**src/hw/rtl/spc_pkg.sv**
```systemverilog
//------------------------------------------------------------------------------
// spc_pkg
// Shared types, register codes and fixed-point constants for the skin pixel
// classifier.
//------------------------------------------------------------------------------
package spc_pkg;

   localparam int FRAC_BITS_DEF = 8;
   localparam int PIX_W         = 8;
   localparam int CSR_IDX_W     = 3;
   localparam int CSR_DATA_W    = 8;
   localparam int NUM_STAGES    = 4;
   localparam int HUE_T_W       = 17;

   localparam logic [CSR_IDX_W-1:0] CSR_RED_MIN   = 3'd0;
   localparam logic [CSR_IDX_W-1:0] CSR_GREEN_MIN = 3'd1;
   localparam logic [CSR_IDX_W-1:0] CSR_BLUE_MIN  = 3'd2;
   localparam logic [CSR_IDX_W-1:0] CSR_HUE_LOW   = 3'd3;
   localparam logic [CSR_IDX_W-1:0] CSR_HUE_HIGH  = 3'd4;

   localparam logic [PIX_W-1:0] RST_RED_MIN   = 8'd90;
   localparam logic [PIX_W-1:0] RST_GREEN_MIN = 8'd35;
   localparam logic [PIX_W-1:0] RST_BLUE_MIN  = 8'd15;
   localparam logic [PIX_W-1:0] RST_HUE_LOW   = 8'd25;
   localparam logic [PIX_W-1:0] RST_HUE_HIGH  = 8'd225;

   localparam logic [PIX_W-1:0] DIFF_MIN = 8'd15;
   localparam logic [PIX_W-1:0] FLASH_R  = 8'd220;
   localparam logic [PIX_W-1:0] FLASH_G  = 8'd210;
   localparam logic [PIX_W-1:0] FLASH_B  = 8'd170;

   // max component sector
   localparam logic [1:0] MAX_RED   = 2'd0;
   localparam logic [1:0] MAX_GREEN = 2'd1;
   localparam logic [1:0] MAX_BLUE  = 2'd2;

   // coefficients in millionths
   localparam longint M_CR_R = 500000;
   localparam longint M_CR_G = 418688;
   localparam longint M_CR_B = 81312;
   localparam longint M_CB_R = 168736;
   localparam longint M_CB_G = 331264;
   localparam longint M_CB_B = 500000;

   localparam longint M_B3_SLOPE = 1586200;
   localparam longint M_B3_OFF   = 20000000;
   localparam longint M_B4_SLOPE = 344800;
   localparam longint M_B4_OFF   = 76206900;
   localparam longint M_B5_SLOPE = 4565200;
   localparam longint M_B5_OFF   = 234565200;
   localparam longint M_B6_SLOPE = 1150000;
   localparam longint M_B6_OFF   = 301750000;
   localparam longint M_B7_SLOPE = 2285700;
   localparam longint M_B7_OFF   = 432850000;

   // millionths to FRAC_BITS fraction bits, rounded half up
   function automatic longint qc_round(input longint m, input int frac);
      return (m * (longint'(1) << frac) + 64'sd500000) / 64'sd1000000;
   endfunction

   typedef struct packed {
      logic [PIX_W-1:0] red;
      logic [PIX_W-1:0] green;
      logic [PIX_W-1:0] blue;
      logic             last;
   } pix_type;

   typedef struct packed {
      logic [PIX_W-1:0] red_min;
      logic [PIX_W-1:0] green_min;
      logic [PIX_W-1:0] blue_min;
      logic [PIX_W-1:0] hue_low;
      logic [PIX_W-1:0] hue_high;
   } csr_type;

   typedef struct packed {
      logic [NUM_STAGES-1:0] load;
      logic [NUM_STAGES-1:0] valid;
   } pipe_ctl_type;

endpackage

```
**src/hw/rtl/spc_pipe_ctrl.sv**
```systemverilog
//------------------------------------------------------------------------------
// spc_pipe_ctrl
// Valid bits and per-stage load enables; bubbles collapse under a stall.
//------------------------------------------------------------------------------
module spc_pipe_ctrl
   import spc_pkg::*;
(
   input  logic         clock,
   input  logic         reset,
   input  logic         in_valid,
   input  logic         out_ready,
   output logic         in_ready,
   output pipe_ctl_type ctl
);

   logic [NUM_STAGES-1:0] valid_ff;
   logic [NUM_STAGES-1:0] valid_in;
   logic [NUM_STAGES-1:0] rdy;

   always_comb begin
      rdy[NUM_STAGES-1] = !valid_ff[NUM_STAGES-1] || out_ready;
      for (int i = NUM_STAGES - 2; i >= 0; i--) begin
         rdy[i] = !valid_ff[i] || rdy[i+1];
      end
      valid_in[0] = rdy[0] ? in_valid : valid_ff[0];
      for (int i = 1; i < NUM_STAGES; i++) begin
         valid_in[i] = rdy[i] ? valid_ff[i-1] : valid_ff[i];
      end
   end

   always_ff @(posedge clock) begin
      if (reset) begin
         valid_ff <= '0;
      end else begin
         valid_ff <= valid_in;
      end
   end

   assign in_ready  = rdy[0];
   assign ctl.load  = rdy;
   assign ctl.valid = valid_ff;

endmodule

```
**src/hw/rtl/spc_front.sv**
```systemverilog
//------------------------------------------------------------------------------
// spc_front
// Stage 1: RGB rule, max/min sector, Cr/Cb weighted sums.
//------------------------------------------------------------------------------
module spc_front
   import spc_pkg::*;
#(
   parameter int FRAC_BITS = FRAC_BITS_DEF
)
(
   input  logic                        clock,
   input  logic                        load,
   input  pix_type                     pix_i,
   input  csr_type                     csr,
   output pix_type                     pix_o,
   output logic signed [FRAC_BITS+10:0] cr_sum_o,
   output logic signed [FRAC_BITS+10:0] cb_sum_o,
   output logic                        rgb_ok_o,
   output logic [1:0]                  max_sel_o,
   output logic [PIX_W-1:0]            delta_o
);

   localparam int SW = FRAC_BITS + 11;
   localparam logic signed [SW-1:0] BIAS =
      SW'((longint'(128) << FRAC_BITS) + (longint'(1) << (FRAC_BITS - 1)));
   localparam logic signed [SW-1:0] K_CR_R = SW'(qc_round(M_CR_R, FRAC_BITS));
   localparam logic signed [SW-1:0] K_CR_G = SW'(qc_round(M_CR_G, FRAC_BITS));
   localparam logic signed [SW-1:0] K_CR_B = SW'(qc_round(M_CR_B, FRAC_BITS));
   localparam logic signed [SW-1:0] K_CB_R = SW'(qc_round(M_CB_R, FRAC_BITS));
   localparam logic signed [SW-1:0] K_CB_G = SW'(qc_round(M_CB_G, FRAC_BITS));
   localparam logic signed [SW-1:0] K_CB_B = SW'(qc_round(M_CB_B, FRAC_BITS));

   logic signed [SW-1:0] r_s, g_s, b_s;
   logic signed [SW-1:0] cr_sum_in, cb_sum_in;
   logic [PIX_W-1:0]     mx, mn, drg, delta_in;
   logic [1:0]           max_sel_in;
   logic                 day, flash, rgb_ok_in;

   pix_type              pix_ff;
   logic signed [SW-1:0] cr_sum_ff, cb_sum_ff;
   logic                 rgb_ok_ff;
   logic [1:0]           max_sel_ff;
   logic [PIX_W-1:0]     delta_ff;

   always_comb begin
      r_s = signed'(SW'(pix_i.red));
      g_s = signed'(SW'(pix_i.green));
      b_s = signed'(SW'(pix_i.blue));
      cr_sum_in = BIAS + K_CR_R * r_s - K_CR_G * g_s - K_CR_B * b_s;
      cb_sum_in = BIAS - K_CB_R * r_s - K_CB_G * g_s + K_CB_B * b_s;

      if (pix_i.red >= pix_i.green && pix_i.red >= pix_i.blue) begin
         max_sel_in = MAX_RED;
         mx         = pix_i.red;
      end else if (pix_i.green >= pix_i.blue) begin
         max_sel_in = MAX_GREEN;
         mx         = pix_i.green;
      end else begin
         max_sel_in = MAX_BLUE;
         mx         = pix_i.blue;
      end

      if (pix_i.red <= pix_i.green && pix_i.red <= pix_i.blue) begin
         mn = pix_i.red;
      end else if (pix_i.green <= pix_i.blue) begin
         mn = pix_i.green;
      end else begin
         mn = pix_i.blue;
      end

      delta_in = mx - mn;
      drg = (pix_i.red > pix_i.green) ? pix_i.red - pix_i.green
                                      : pix_i.green - pix_i.red;

      day = pix_i.red > csr.red_min && pix_i.green > csr.green_min &&
            pix_i.blue > csr.blue_min && delta_in > DIFF_MIN && drg > DIFF_MIN &&
            pix_i.red > pix_i.green && pix_i.red > pix_i.blue;
      flash = pix_i.red > FLASH_R && pix_i.green > FLASH_G && pix_i.blue > FLASH_B &&
              drg <= DIFF_MIN && pix_i.red > pix_i.blue && pix_i.green > pix_i.blue;
      rgb_ok_in = day || flash;
   end

   always_ff @(posedge clock) begin
      if (load) begin
         pix_ff     <= pix_i;
         cr_sum_ff  <= cr_sum_in;
         cb_sum_ff  <= cb_sum_in;
         rgb_ok_ff  <= rgb_ok_in;
         max_sel_ff <= max_sel_in;
         delta_ff   <= delta_in;
      end
   end

   assign pix_o     = pix_ff;
   assign cr_sum_o  = cr_sum_ff;
   assign cb_sum_o  = cb_sum_ff;
   assign rgb_ok_o  = rgb_ok_ff;
   assign max_sel_o = max_sel_ff;
   assign delta_o   = delta_ff;

endmodule

```
**src/hw/rtl/spc_convert.sv**
```systemverilog
//------------------------------------------------------------------------------
// spc_convert
// Stage 2: Cr/Cb rounding and saturation, hue numerator in degrees.
//------------------------------------------------------------------------------
module spc_convert
   import spc_pkg::*;
#(
   parameter int FRAC_BITS = FRAC_BITS_DEF
)
(
   input  logic                         clock,
   input  logic                         load,
   input  pix_type                      pix_i,
   input  logic signed [FRAC_BITS+10:0] cr_sum_i,
   input  logic signed [FRAC_BITS+10:0] cb_sum_i,
   input  logic                         rgb_ok_i,
   input  logic [1:0]                   max_sel_i,
   input  logic [PIX_W-1:0]             delta_i,
   output pix_type                      pix_o,
   output logic [PIX_W-1:0]             cr_o,
   output logic [PIX_W-1:0]             cb_o,
   output logic                         rgb_ok_o,
   output logic [HUE_T_W-1:0]           hue_t_o,
   output logic [PIX_W-1:0]             delta_o,
   output logic                         grey_o
);

   localparam int SW = FRAC_BITS + 11;
   localparam int TW = HUE_T_W + 1;
   localparam logic signed [TW-1:0] C60  = TW'(60);
   localparam logic signed [TW-1:0] C120 = TW'(120);
   localparam logic signed [TW-1:0] C240 = TW'(240);
   localparam logic signed [TW-1:0] C360 = TW'(360);

   function automatic logic [PIX_W-1:0] sat8(input logic signed [SW-1:0] sum);
      logic signed [SW-1:0] shifted;
      shifted = sum >>> FRAC_BITS;
      if (sum < 0) begin
         return '0;
      end else if (shifted > SW'(255)) begin
         return '1;
      end else begin
         return shifted[PIX_W-1:0];
      end
   endfunction

   logic signed [TW-1:0] r_e, g_e, b_e, d_e, t_raw, t_wrap;

   pix_type              pix_ff;
   logic [PIX_W-1:0]     cr_ff, cb_ff, delta_ff;
   logic                 rgb_ok_ff, grey_ff;
   logic [HUE_T_W-1:0]   hue_t_ff;

   always_comb begin
      r_e = signed'(TW'(pix_i.red));
      g_e = signed'(TW'(pix_i.green));
      b_e = signed'(TW'(pix_i.blue));
      d_e = signed'(TW'(delta_i));
      case (max_sel_i)
         MAX_RED: begin
            t_raw = C60 * (g_e - b_e);
         end
         MAX_GREEN: begin
            t_raw = C120 * d_e + C60 * (b_e - r_e);
         end
         default: begin
            t_raw = C240 * d_e + C60 * (r_e - g_e);
         end
      endcase
      t_wrap = (t_raw < 0) ? t_raw + C360 * d_e : t_raw;
   end

   always_ff @(posedge clock) begin
      if (load) begin
         pix_ff    <= pix_i;
         cr_ff     <= sat8(cr_sum_i);
         cb_ff     <= sat8(cb_sum_i);
         rgb_ok_ff <= rgb_ok_i;
         hue_t_ff  <= t_wrap[HUE_T_W-1:0];
         delta_ff  <= delta_i;
         grey_ff   <= (delta_i == '0);
      end
   end

   assign pix_o    = pix_ff;
   assign cr_o     = cr_ff;
   assign cb_o     = cb_ff;
   assign rgb_ok_o = rgb_ok_ff;
   assign hue_t_o  = hue_t_ff;
   assign delta_o  = delta_ff;
   assign grey_o   = grey_ff;

endmodule

```
**src/hw/rtl/spc_decide.sv**
```systemverilog
//------------------------------------------------------------------------------
// spc_decide
// Stage 3: five Cr/Cb line bounds, hue window, final skin decision.
//------------------------------------------------------------------------------
module spc_decide
   import spc_pkg::*;
#(
   parameter int FRAC_BITS = FRAC_BITS_DEF
)
(
   input  logic               clock,
   input  logic               load,
   input  pix_type            pix_i,
   input  logic [PIX_W-1:0]   cr_i,
   input  logic [PIX_W-1:0]   cb_i,
   input  logic               rgb_ok_i,
   input  logic [HUE_T_W-1:0] hue_t_i,
   input  logic [PIX_W-1:0]   delta_i,
   input  logic               grey_i,
   input  csr_type            csr,
   output pix_type            pix_o,
   output logic               skin_o
);

   localparam int CW = FRAC_BITS + 13;
   localparam int HW = 22;
   localparam logic signed [CW-1:0] K3 = CW'(qc_round(M_B3_SLOPE, FRAC_BITS));
   localparam logic signed [CW-1:0] O3 = CW'(qc_round(M_B3_OFF, FRAC_BITS));
   localparam logic signed [CW-1:0] K4 = CW'(qc_round(M_B4_SLOPE, FRAC_BITS));
   localparam logic signed [CW-1:0] O4 = CW'(qc_round(M_B4_OFF, FRAC_BITS));
   localparam logic signed [CW-1:0] K5 = CW'(qc_round(M_B5_SLOPE, FRAC_BITS));
   localparam logic signed [CW-1:0] O5 = CW'(qc_round(M_B5_OFF, FRAC_BITS));
   localparam logic signed [CW-1:0] K6 = CW'(qc_round(M_B6_SLOPE, FRAC_BITS));
   localparam logic signed [CW-1:0] O6 = CW'(qc_round(M_B6_OFF, FRAC_BITS));
   localparam logic signed [CW-1:0] K7 = CW'(qc_round(M_B7_SLOPE, FRAC_BITS));
   localparam logic signed [CW-1:0] O7 = CW'(qc_round(M_B7_OFF, FRAC_BITS));

   logic signed [CW-1:0] lhs, cb_s;
   logic                 e3, e4, e5, e6, e7, crcb_ok, hue_ok, skin_in;
   logic [HW-1:0]        t17, lo24, hi24;

   pix_type              pix_ff;
   logic                 skin_ff;

   always_comb begin
      lhs  = signed'(CW'(cr_i)) <<< FRAC_BITS;
      cb_s = signed'(CW'(cb_i));
      e3 = lhs <= K3 * cb_s + O3;
      e4 = lhs >= K4 * cb_s + O4;
      e5 = lhs >= O5 - K5 * cb_s;
      e6 = lhs <= O6 - K6 * cb_s;
      e7 = lhs <= O7 - K7 * cb_s;
      crcb_ok = e3 && e4 && e5 && e6 && e7;

      t17  = HW'(hue_t_i) * HW'(17);
      lo24 = HW'(csr.hue_low) * HW'(delta_i) * HW'(24);
      hi24 = HW'(csr.hue_high) * HW'(delta_i) * HW'(24);
      hue_ok = grey_i ? (csr.hue_low != '0) : (t17 < lo24 || t17 > hi24);

      skin_in = rgb_ok_i && crcb_ok && hue_ok;
   end

   always_ff @(posedge clock) begin
      if (load) begin
         pix_ff  <= pix_i;
         skin_ff <= skin_in;
      end
   end

   assign pix_o  = pix_ff;
   assign skin_o = skin_ff;

endmodule

```
**src/hw/rtl/skin_pixel_classifier.sv**
```systemverilog
//------------------------------------------------------------------------------
// skin_pixel_classifier
// An accepted req transaction reaches rsp_valid through four register stages
// (RGB rule and Cr/Cb sums, saturation and hue numerator, bound and hue
// compares, output). Throughput: one pixel per cycle unless rsp_ready stalls.
// Reset: synchronous, clears all valid bits and loads the register defaults.
//------------------------------------------------------------------------------
module skin_pixel_classifier
   import spc_pkg::*;
#(
   parameter int FRAC_BITS = FRAC_BITS_DEF
)
(
   input  logic                  clock,
   input  logic                  reset,
   input  logic                  req_valid,
   output logic                  req_ready,
   input  logic [PIX_W-1:0]      req_red,
   input  logic [PIX_W-1:0]      req_green,
   input  logic [PIX_W-1:0]      req_blue,
   input  logic                  req_last_pixel,
   output logic                  rsp_valid,
   input  logic                  rsp_ready,
   output logic [PIX_W-1:0]      rsp_out_red,
   output logic [PIX_W-1:0]      rsp_out_green,
   output logic [PIX_W-1:0]      rsp_out_blue,
   output logic                  rsp_is_skin,
   output logic                  rsp_out_last,
   input  logic                  csr_we,
   input  logic [CSR_IDX_W-1:0]  csr_index,
   input  logic [CSR_DATA_W-1:0] csr_wdata
);

   localparam int SW = FRAC_BITS + 11;

   pipe_ctl_type         ctl;
   csr_type              csr_ff, csr_in;
   pix_type              pix_req, pix_s1, pix_s2, pix_s3;
   logic signed [SW-1:0] cr_sum_s1, cb_sum_s1;
   logic                 rgb_ok_s1, rgb_ok_s2, grey_s2, skin_s3;
   logic [1:0]           max_sel_s1;
   logic [PIX_W-1:0]     delta_s1, delta_s2, cr_s2, cb_s2;
   logic [HUE_T_W-1:0]   hue_t_s2;
   pix_type              out_ff, out_in;
   logic                 skin_ff;

   always_comb begin
      csr_in = csr_ff;
      if (csr_we) begin
         unique case (csr_index)
            CSR_RED_MIN:   csr_in.red_min   = csr_wdata;
            CSR_GREEN_MIN: csr_in.green_min = csr_wdata;
            CSR_BLUE_MIN:  csr_in.blue_min  = csr_wdata;
            CSR_HUE_LOW:   csr_in.hue_low   = csr_wdata;
            CSR_HUE_HIGH:  csr_in.hue_high  = csr_wdata;
            default:       csr_in = csr_ff;
         endcase
      end
   end

   always_ff @(posedge clock) begin
      if (reset) begin
         csr_ff.red_min   <= RST_RED_MIN;
         csr_ff.green_min <= RST_GREEN_MIN;
         csr_ff.blue_min  <= RST_BLUE_MIN;
         csr_ff.hue_low   <= RST_HUE_LOW;
         csr_ff.hue_high  <= RST_HUE_HIGH;
      end else begin
         csr_ff <= csr_in;
      end
   end

   assign pix_req.red   = req_red;
   assign pix_req.green = req_green;
   assign pix_req.blue  = req_blue;
   assign pix_req.last  = req_last_pixel;

   spc_pipe_ctrl u_ctrl (
      .clock     (clock),
      .reset     (reset),
      .in_valid  (req_valid),
      .out_ready (rsp_ready),
      .in_ready  (req_ready),
      .ctl       (ctl)
   );

   spc_front #(.FRAC_BITS(FRAC_BITS)) u_front (
      .clock     (clock),
      .load      (ctl.load[0]),
      .pix_i     (pix_req),
      .csr       (csr_ff),
      .pix_o     (pix_s1),
      .cr_sum_o  (cr_sum_s1),
      .cb_sum_o  (cb_sum_s1),
      .rgb_ok_o  (rgb_ok_s1),
      .max_sel_o (max_sel_s1),
      .delta_o   (delta_s1)
   );

   spc_convert #(.FRAC_BITS(FRAC_BITS)) u_convert (
      .clock     (clock),
      .load      (ctl.load[1]),
      .pix_i     (pix_s1),
      .cr_sum_i  (cr_sum_s1),
      .cb_sum_i  (cb_sum_s1),
      .rgb_ok_i  (rgb_ok_s1),
      .max_sel_i (max_sel_s1),
      .delta_i   (delta_s1),
      .pix_o     (pix_s2),
      .cr_o      (cr_s2),
      .cb_o      (cb_s2),
      .rgb_ok_o  (rgb_ok_s2),
      .hue_t_o   (hue_t_s2),
      .delta_o   (delta_s2),
      .grey_o    (grey_s2)
   );

   spc_decide #(.FRAC_BITS(FRAC_BITS)) u_decide (
      .clock    (clock),
      .load     (ctl.load[2]),
      .pix_i    (pix_s2),
      .cr_i     (cr_s2),
      .cb_i     (cb_s2),
      .rgb_ok_i (rgb_ok_s2),
      .hue_t_i  (hue_t_s2),
      .delta_i  (delta_s2),
      .grey_i   (grey_s2),
      .csr      (csr_ff),
      .pix_o    (pix_s3),
      .skin_o   (skin_s3)
   );

   // non-skin pixels go out black
   always_comb begin
      out_in.red   = skin_s3 ? pix_s3.red   : '0;
      out_in.green = skin_s3 ? pix_s3.green : '0;
      out_in.blue  = skin_s3 ? pix_s3.blue  : '0;
      out_in.last  = pix_s3.last;
   end

   always_ff @(posedge clock) begin
      if (ctl.load[3]) begin
         out_ff  <= out_in;
         skin_ff <= skin_s3;
      end
   end

   assign rsp_valid     = ctl.valid[3];
   assign rsp_out_red   = out_ff.red;
   assign rsp_out_green = out_ff.green;
   assign rsp_out_blue  = out_ff.blue;
   assign rsp_is_skin   = skin_ff;
   assign rsp_out_last  = out_ff.last;

endmodule

```
**config.mk**
```make
export PLATFORM = sky130hd
export DESIGN_NAME = skin_pixel_classifier
export DESIGN_NICKNAME = d
export VERILOG_FILES = /design/src/hw/rtl/spc_pkg.sv /design/src/hw/rtl/spc_pipe_ctrl.sv /design/src/hw/rtl/spc_front.sv /design/src/hw/rtl/spc_convert.sv /design/src/hw/rtl/spc_decide.sv /design/src/hw/rtl/skin_pixel_classifier.sv
export SDC_FILE = /design/constraint.sdc
export NUM_CORES = 2
export LEC_CHECK = 0
export ABC_AREA = 1
export BUFFER_PORTS_ARGS = -buffer_cell sky130_fd_sc_hd__clkbuf_2
export CORE_ASPECT_RATIO = 1.2
export CORE_MARGIN = 2
export CORE_UTILIZATION = 41
export DETAILED_ROUTE_END_ITERATION = 10
export PLACE_DENSITY = 0.66
export SLEW_MARGIN = 15
export SYNTH_ARGS = -nofsm -noshare
export SYNTH_HDL_FRONTEND = slang
export SYNTH_SLANG_ARGS = --single-unit
```
**constraint.sdc**
```tcl
create_clock -name clock -period 7.1 [get_ports clock]
set_input_delay 0 -clock clock [delete_from_list [all_inputs] [get_ports clock]]
set_output_delay 0 -clock clock [all_outputs]
set_load 0.02 [all_outputs]
```
Word level (Yosys, flattened, before mapping)
Cells that the tools add are included.
{"block": "classes", "n_addsub": 20, "mul": 20, "div_mod_pow": 0, "order_cmp": 30, "n_eq_ne": 5, "n_shift": 0, "muxes": 11, "bitwise_logic": 0, "reduce_logical": 38}
{"cell": "<= comparator 17 x 21 -> 1 bit", "n": 3}
{"cell": "subtractor 19 bit", "n": 3}
{"cell": "2-to-1 mux 8 bit", "n": 7}
{"cell": "multiplier 5 x 18 -> 16 bit, first input constant", "n": 3}
{"cell": "> comparator 8 bit", "n": 6}
{"cell": ">= comparator 17 x 21 -> 1 bit", "n": 2}
{"cell": "subtractor 18 x 21 -> 21 bit, first input constant", "n": 2}
{"cell": "< comparator 19 x 1 -> 1 bit, second input constant", "n": 2}
{"cell": "adder 18 bit", "n": 2}
{"cell": "multiplier 16 x 2 -> 18 bit, second input constant", "n": 2}
{"cell": "multiplier 4 x 8 -> 12 bit, first input constant", "n": 3}
{"cell": "one-hot mux 18 bit (2 select lines)", "n": 1}
{"cell": "multiplier 8 x 8 -> 16 bit", "n": 2}
{"cell": "multiplier 8 x 8 -> 16 bit, first input constant", "n": 2}
{"cell": "multiplier 7 x 8 -> 15 bit, first input constant", "n": 2}
{"cell": "multiplier 6 x 8 -> 14 bit, first input constant", "n": 2}
{"cell": "subtractor 8 x 8 -> 9 bit", "n": 3}
{"cell": ">= comparator 8 bit", "n": 3}
{"cell": "> comparator 8 bit, second input constant", "n": 3}
{"cell": "<= comparator 8 bit", "n": 3}
{"cell": "subtractor 8 bit", "n": 3}
{"cell": "> comparator 11 x 9 -> 1 bit, second input constant", "n": 2}
{"cell": "> comparator 22 x 21 -> 1 bit", "n": 1}
{"cell": "< comparator 22 x 21 -> 1 bit", "n": 1}
{"cell": "other kinds (29)", "n": 61}
{"block": "totals", "ff_bits": 238, "latchBits": 0, "ram_bits": 0, "rom_bits": 0, "in_bits": 41, "mem_count": 0}

Logic depth before layout (Yosys ltp)
{"block": "logic_depth", "depth_word": 10, "mapped_depth": 44}

By module
Synthesis repeated with hierarchy kept, for this count alone.
{"block": "hier_totals", "hier_cells": 4898, "area_unflattened_um2": 38823.5}
{"mod": "spc_decide", "instances": 1, "cells_per_inst": 2068, "area_per_inst_um2": 14958.1}
{"mod": "spc_front", "instances": 1, "cells_per_inst": 1228, "area_per_inst_um2": 10727.8}
{"mod": "spc_convert", "instances": 1, "cells_per_inst": 1284, "area_per_inst_um2": 10426.2}
{"mod": "skin_pixel_classifier", "instances": 1, "cells_per_inst": 299, "area_per_inst_um2": 2556.2}
{"mod": "spc_pipe_ctrl", "instances": 1, "cells_per_inst": 19, "area_per_inst_um2": 155.1}

Worst setup path before layout
No wires, ideal clock.
{"block": "synth_timing", "kind": "reg-to-reg", "from": "register u_convert.delta_ff[7] (netlist: u_convert.delta_o[7])", "to": "register u_decide.skin_ff (netlist: u_decide.skin_o), data pin", "arrival_time_ps": 6763, "required_ps": 6849, "path_slack_ps": 86, "path_stages_with_launch": 37, "period_less_slack_ps": 7014, "cell_sequence": "edfxtp_1 -> clkbuf_1 -> clkbuf_1 -> nand2_1 -> fa_1 -> fa_1 -> inv_1 -> fa_1 -> inv_1 -> fa_1 -> inv_1 -> ha_1 -> inv_1 -> nor2_1 -> nor2_1 -> xor2_1 -> inv_1 -> ha_1 -> inv_1 -> o311ai_0 -> a21oi_1 -> o21ai_0 -> a31oi_1 -> o21ai_0 -> a21oi_1 -> ha_1 -> nand2_1 -> inv_1 -> a221oi_1 -> nand2_1 -> a21o_1 -> nor2_1 -> o21ai_0 -> nand2_1 -> nor2_1 -> nand4_1 -> nor2_1"}
{"block": "synth_between", "elab_chain_cells": 6, "elab_cells_between_ends": 9, "cone_classes": "4 x mul; 2 x order compare; 1 x mux; 2 x reduce/logical"}
{"element": "from (decl)", "line": "spc_convert.sv:50", "source": "logic [PIX_W-1:0] cr_ff, cb_ff, delta_ff;"}
{"element": "from (signal assigned)", "line": "spc_convert.sv:80", "source": "delta_ff <= delta_i;"}
{"element": "multiplier 8 x 8 -> 16 bit (on tied branches)", "line": "spc_decide.sv:56, spc_decide.sv:57"}
{"element": "multiplier 16 x 2 -> 18 bit (on tied branches)", "line": "spc_decide.sv:56, spc_decide.sv:57"}
{"element": "< comparator 22 x 21 -> 1 bit / > comparator 22 x 21 -> 1 bit (equally long branches)", "line": "spc_decide.sv:58", "source": "hue_ok = grey_i ? (csr.hue_low != '0) : (t17 < lo24 || t17 > hi24);"}
{"element": "logical OR 1 bit (*)", "line": "spc_decide.sv:58"}
{"element": "2-to-1 mux 1 bit (*)", "line": "spc_decide.sv:58"}
{"element": "logical AND 1 bit (*)", "line": "spc_decide.sv:60", "source": "skin_in = rgb_ok_i && crcb_ok && hue_ok;"}
{"element": "net u_decide.skin_in", "line": "spc_decide.sv:39", "source": "logic e3, e4, e5, e6, e7, crcb_ok, hue_ok, skin_in;"}
{"element": "to (signal assigned)", "line": "spc_decide.sv:66", "source": "skin_ff <= skin_in;"}
{"element": "to (decl)", "line": "spc_decide.sv:43", "source": "logic skin_ff;"}
Mark *: on every way through the listed nets, which the timed path passes. The rest lies on a longest branch.
A chain may end at the register's enable or synchronous reset.

Worst setup path in the final report
{"block": "layout_timing", "from": "register u_convert.delta_ff[4] (netlist: u_convert.delta_o[4])", "to": "register u_decide.skin_ff (netlist: u_decide.skin_o), data pin"}
The elaborated chain is that of the path after synthesis.

==> flow_summary.rst <==
.. list-table::
   :header-rows: 1

   * - Metric
     - Value
   * - Post-layout net count
     - about 5,800
   * - Post-Synth XOR/XNOR Area
     - under 10%
   * - Final number of setup-violating endpoints
     - 0
   * - Initial antenna violation count
     - 0
   * - Number of synthesized flops with an enable pin
     - between 150 and 200
   * - Starting density of the core
     - around two fifths
   * - Die X-Extent
     - ~280 um
   * - Max Buffers Root-to-Sink
     - 3
   * - Max-cap violations
     - 0
   * - Critical path data required time
     - roughly 7.4 ns
   * - Highest-utilization routing layer at the global route stage
     - met2
   * - Maximum operating frequency
     - ~140 MHz
   * - RSZ-0062 raised after global routing
     - true
   * - DRC Markers
     - 0
   * - Total vias in the final route
     - roughly 30,000
   * - Transition time of the tightest slew-check pin
     - around 1.1 ns
   * - Std-Cell Core Area
     - between 80,000 and 90,000 um2
   * - Class of the tightest hold or removal check
     - in2reg
   * - Total Wirelength
     - between 90 and 100 mm
   * - Count of inserted antenna diode cells
     - 0
   * - Warnings, synthesis
     - 0
   * - CP peak stage delay
     - around 0.53 ns
   * - Family with the most delay on the worst path
     - adder cells
   * - Post-synthesis instance area
     - between 30,000 and 40,000 um2
   * - Post-Syn Nets
     - 5,576
   * - Crit path kind
     - reg2reg
   * - Critical path capture point type
     - register
   * - Clock input transition at the sequential cells of the worst setup and hold paths
     - roughly 0.060 ns
   * - Leading cell type by number of instances after synthesis
     - sky130_fd_sc_hd__inv_1
   * - Depth of the worst register-to-register path
     - 39
   * - Critical Path Source Type
     - register
   * - Library cell contributing the largest single delay on the critical path
     - sky130_fd_sc_hd__fa_1
   * - Pin count of the biggest net entering global routing
     - about 60
   * - RePlAce Congestion
     - 0.930
   * - Result of the run
     - complete, no violations
   * - Cts bufs inserted
     - 22
   * - Main combinational cell family by area after synthesis
     - adder cells
   * - Most frequent cells after synthesis
     - sky130_fd_sc_hd__inv_1 (1,067), sky130_fd_sc_hd__ha_1 (761), sky130_fd_sc_hd__nand2_1 (696)
   * - Worst hold path stage count
     - 1
   * - Mean number of vias per cell
     - 4.99
   * - Detailed router's first-iteration violation count
     - roughly 1,700
   * - CTS Root Buffer Type
     - sky130_fd_sc_hd__clkbuf_16
   * - Synth area leader
     - sky130_fd_sc_hd__ha_1
   * - Synth Area per Inst
     - ~8 um2
   * - Depth of the critical timing path with buffers and inverters included
     - 39
   * - Chip Height
     - around 330 um
   * - Area contributors post-synth
     - sky130_fd_sc_hd__ha_1 (26%), sky130_fd_sc_hd__edfxtp_1 (15%), sky130_fd_sc_hd__fa_1 (12%)
   * - Number of sinks driven by the clock tree
     - 220
   * - Tmin final
     - 7.00 ns
   * - Port-buffer cells
     - 68
   * - Arrival time worst endpoint
     - around 7.3 ns
   * - Buffering stage count on the worst path with inverters included
     - 8
   * - Gate count after technology mapping
     - around 4,600
   * - Number of unique standard cell types used by synthesis
     - 63
   * - Fraction of registers with async set/reset
     - 0%
   * - Wire length of the first global-routing pass
     - approximately 150 mm
   * - Met3 capacity usage during global routing
     - about 1.2%
   * - Global-route usage over all layers
     - 20.3%
   * - Largest clock skew in the final design
     - between 0.04 and 0.05 ns
   * - Synth Area in Compound Gates
     - ~11%
   * - Site row count
     - 119
   * - Die Outline Area
     - 91,200 um2
   * - Drt pass-1 iters
     - 6
   * - Detail Route Antenna Nets
     - 0
   * - Main synth FF type
     - sky130_fd_sc_hd__edfxtp_1
   * - Max-slew violation total from the final report
     - 0
   * - Share of the cycle needed by the critical path after routing
     - a little over nine tenths
   * - GR Layer Usage met1
     - between 20% and 30%
   * - Maximum fanout along the worst path
     - 6
   * - Ratio of cells with drive above 1 in the final layout
     - 9.88%
   * - Simple-gate share of the synthesized area
     - ~14%
   * - Pre-CTS setup slack
     - between 0.006 and 0.007 ns
   * - Source-to-sink clock delay at the later pin of the worst-skew pair
     - ~0.56 ns
   * - Final worst-path setup slack
     - about 0.096 ns
   * - Post-synthesis sequential element count
     - 220
   * - Top cell type's share of synthesized area
     - a little over a quarter
   * - Number of H-tree branching levels
     - 1
   * - Cell repeated most along the worst path
     - sky130_fd_sc_hd__inv_1
   * - Portion of netlist area occupied by mux cells
     - 0.0825%
   * - Met2 Use GR
     - between 30% and 40%
   * - Aggregate global routing overflow
     - 0
   * - Total count of hold-check failures in the final report
     - 0
   * - Top-level port count
     - a little under 70
   * - Final routed wire length divided by cell count
     - 15.5 um
   * - Layout overhead on the synthesized area
     - 12.9%
   * - Worst slew margin relative to its limit
     - between 20% and 30%
   * - Final HPWL DP
     - roughly 78 mm
   * - Sequential cell area fraction in the yosys report
     - about 17%
   * - Vias in the first global route
     - about 29,000
   * - Adder-cell share of the synthesized area
     - a little under two fifths
   * - CTS tree
     - yes
==> registers in the layout, summed over array words and instances, names as in the netlist, 11 cells and up <==
register           count
u_convert.hue_t_o     15
u_front.cr_sum_o      11
u_front.cb_sum_o      11
u_front.pix_o         25
u_decide.pix_o        25
u_convert.pix_o       25
csr_ff                40
==> worst reg2reg max path, delay by kind of cell (launching register included) <==
kind / cells / cell delay, ns
XOR/XNOR: 2 / 0.35
adder cells (fa/ha/maj): 7 / 2.89
AO/OA/AOI/OAI: 9 / 1.25
AND/OR/NAND/NOR: 13 / 1.07
buffers and inverters: 8 / 0.68
flip-flops: 1 / 0.50
==> per-stage QoR <==
stage,cell area [um2],std cells,util (%),hold WS [ns],setup TNS [ns]
after global placement,39100,5880,44.6,0.179,0
after global routing,41100,5985,46.8,0.00520,-0.597
after detailed placement,39100,5880,44.6,0.183,0
after floorplan,36400,4556,-,0.0691,0
final,41100,5985,46.8,0.0403,0
after CTS,40300,5965,45.9,0.00548,0
==> final cells by class <==
class	instances	area, um2
tap	1149	1440
fill	8538	46700
multi-input combinational	3205	26600
clock inverter	17	163
clock buffer	23	554
inverter	1077	4040
sequential	220	6170
timing repair buffer	294	2160
==> worst paths after layout <==
kind | start | to | slack (ns)
hold / removal | req_green[6] | u_front.pix_o[15] | 0.04
setup / recovery | u_convert.delta_o[4] | u_decide.skin_o | 0.1
setup reg to reg | u_convert.delta_o[4] | u_decide.skin_o | 0.1
hold reg to reg | u_convert.pix_o[11] | u_decide.pix_o[11] | 0.42
==> logic make-up (layout without fill, tap and decap cells) <==
kind of cell	Yosys count	count (layout)
AO/OA/AOI/OAI	697	697
XOR/XNOR	317	317
buffers and inverters	1131	1411
adder cells (fa/ha/maj)	979	979
AND/OR/NAND/NOR	1209	1209
flip-flops	220	220
multiplexers	3	3
==> metal layers <==
metal  up-vias  part of all wire (%)  wire length [um]
met1     13800                    41             38300
met5         -                     0                 0
li1      15200                     -                 -
met2       567                    51             47100
met3       237                   2.8              2650
met4         0                   5.3              4900
==> layout by cell type, fill, tap and decap left out, drive strengths merged, types with 5 or more instances in the layout <==
cell         count
dlygate4sd3     42
edfxtp         176
xor2           228
buf            184
nand2          732
ha             761
xnor2           89
o211ai          25
clkinv          15
nor3            38
nand3b           5
fa             218
nand4           36
o21bai          35
a31oi           12
or2              8
o21a            13
o31ai           10
dfxtp           44
a21boi           9
a21oi          360
nor4            13
o22ai            8
inv           1074
clkbuf          91
a211oi          11
o21ai          151
o221ai           9
a21o            29
nor2           203
a221oi          10
nand3          165
==> what timing repair did <==
action                                  4_1_cts  5_1_grt
hold endpoints to repair                     64        0
resized for setup                             0      123
buffers inserted                              3       21
endpoints found under the setup margin        1        5
pin swaps                                     0       57
gates cloned                                  0        0
hold buffers                                 42        0
Power is left out: the tool's default activity adds up to more than one toggle a clock period on the data nets, which glitch-free logic cannot reach.
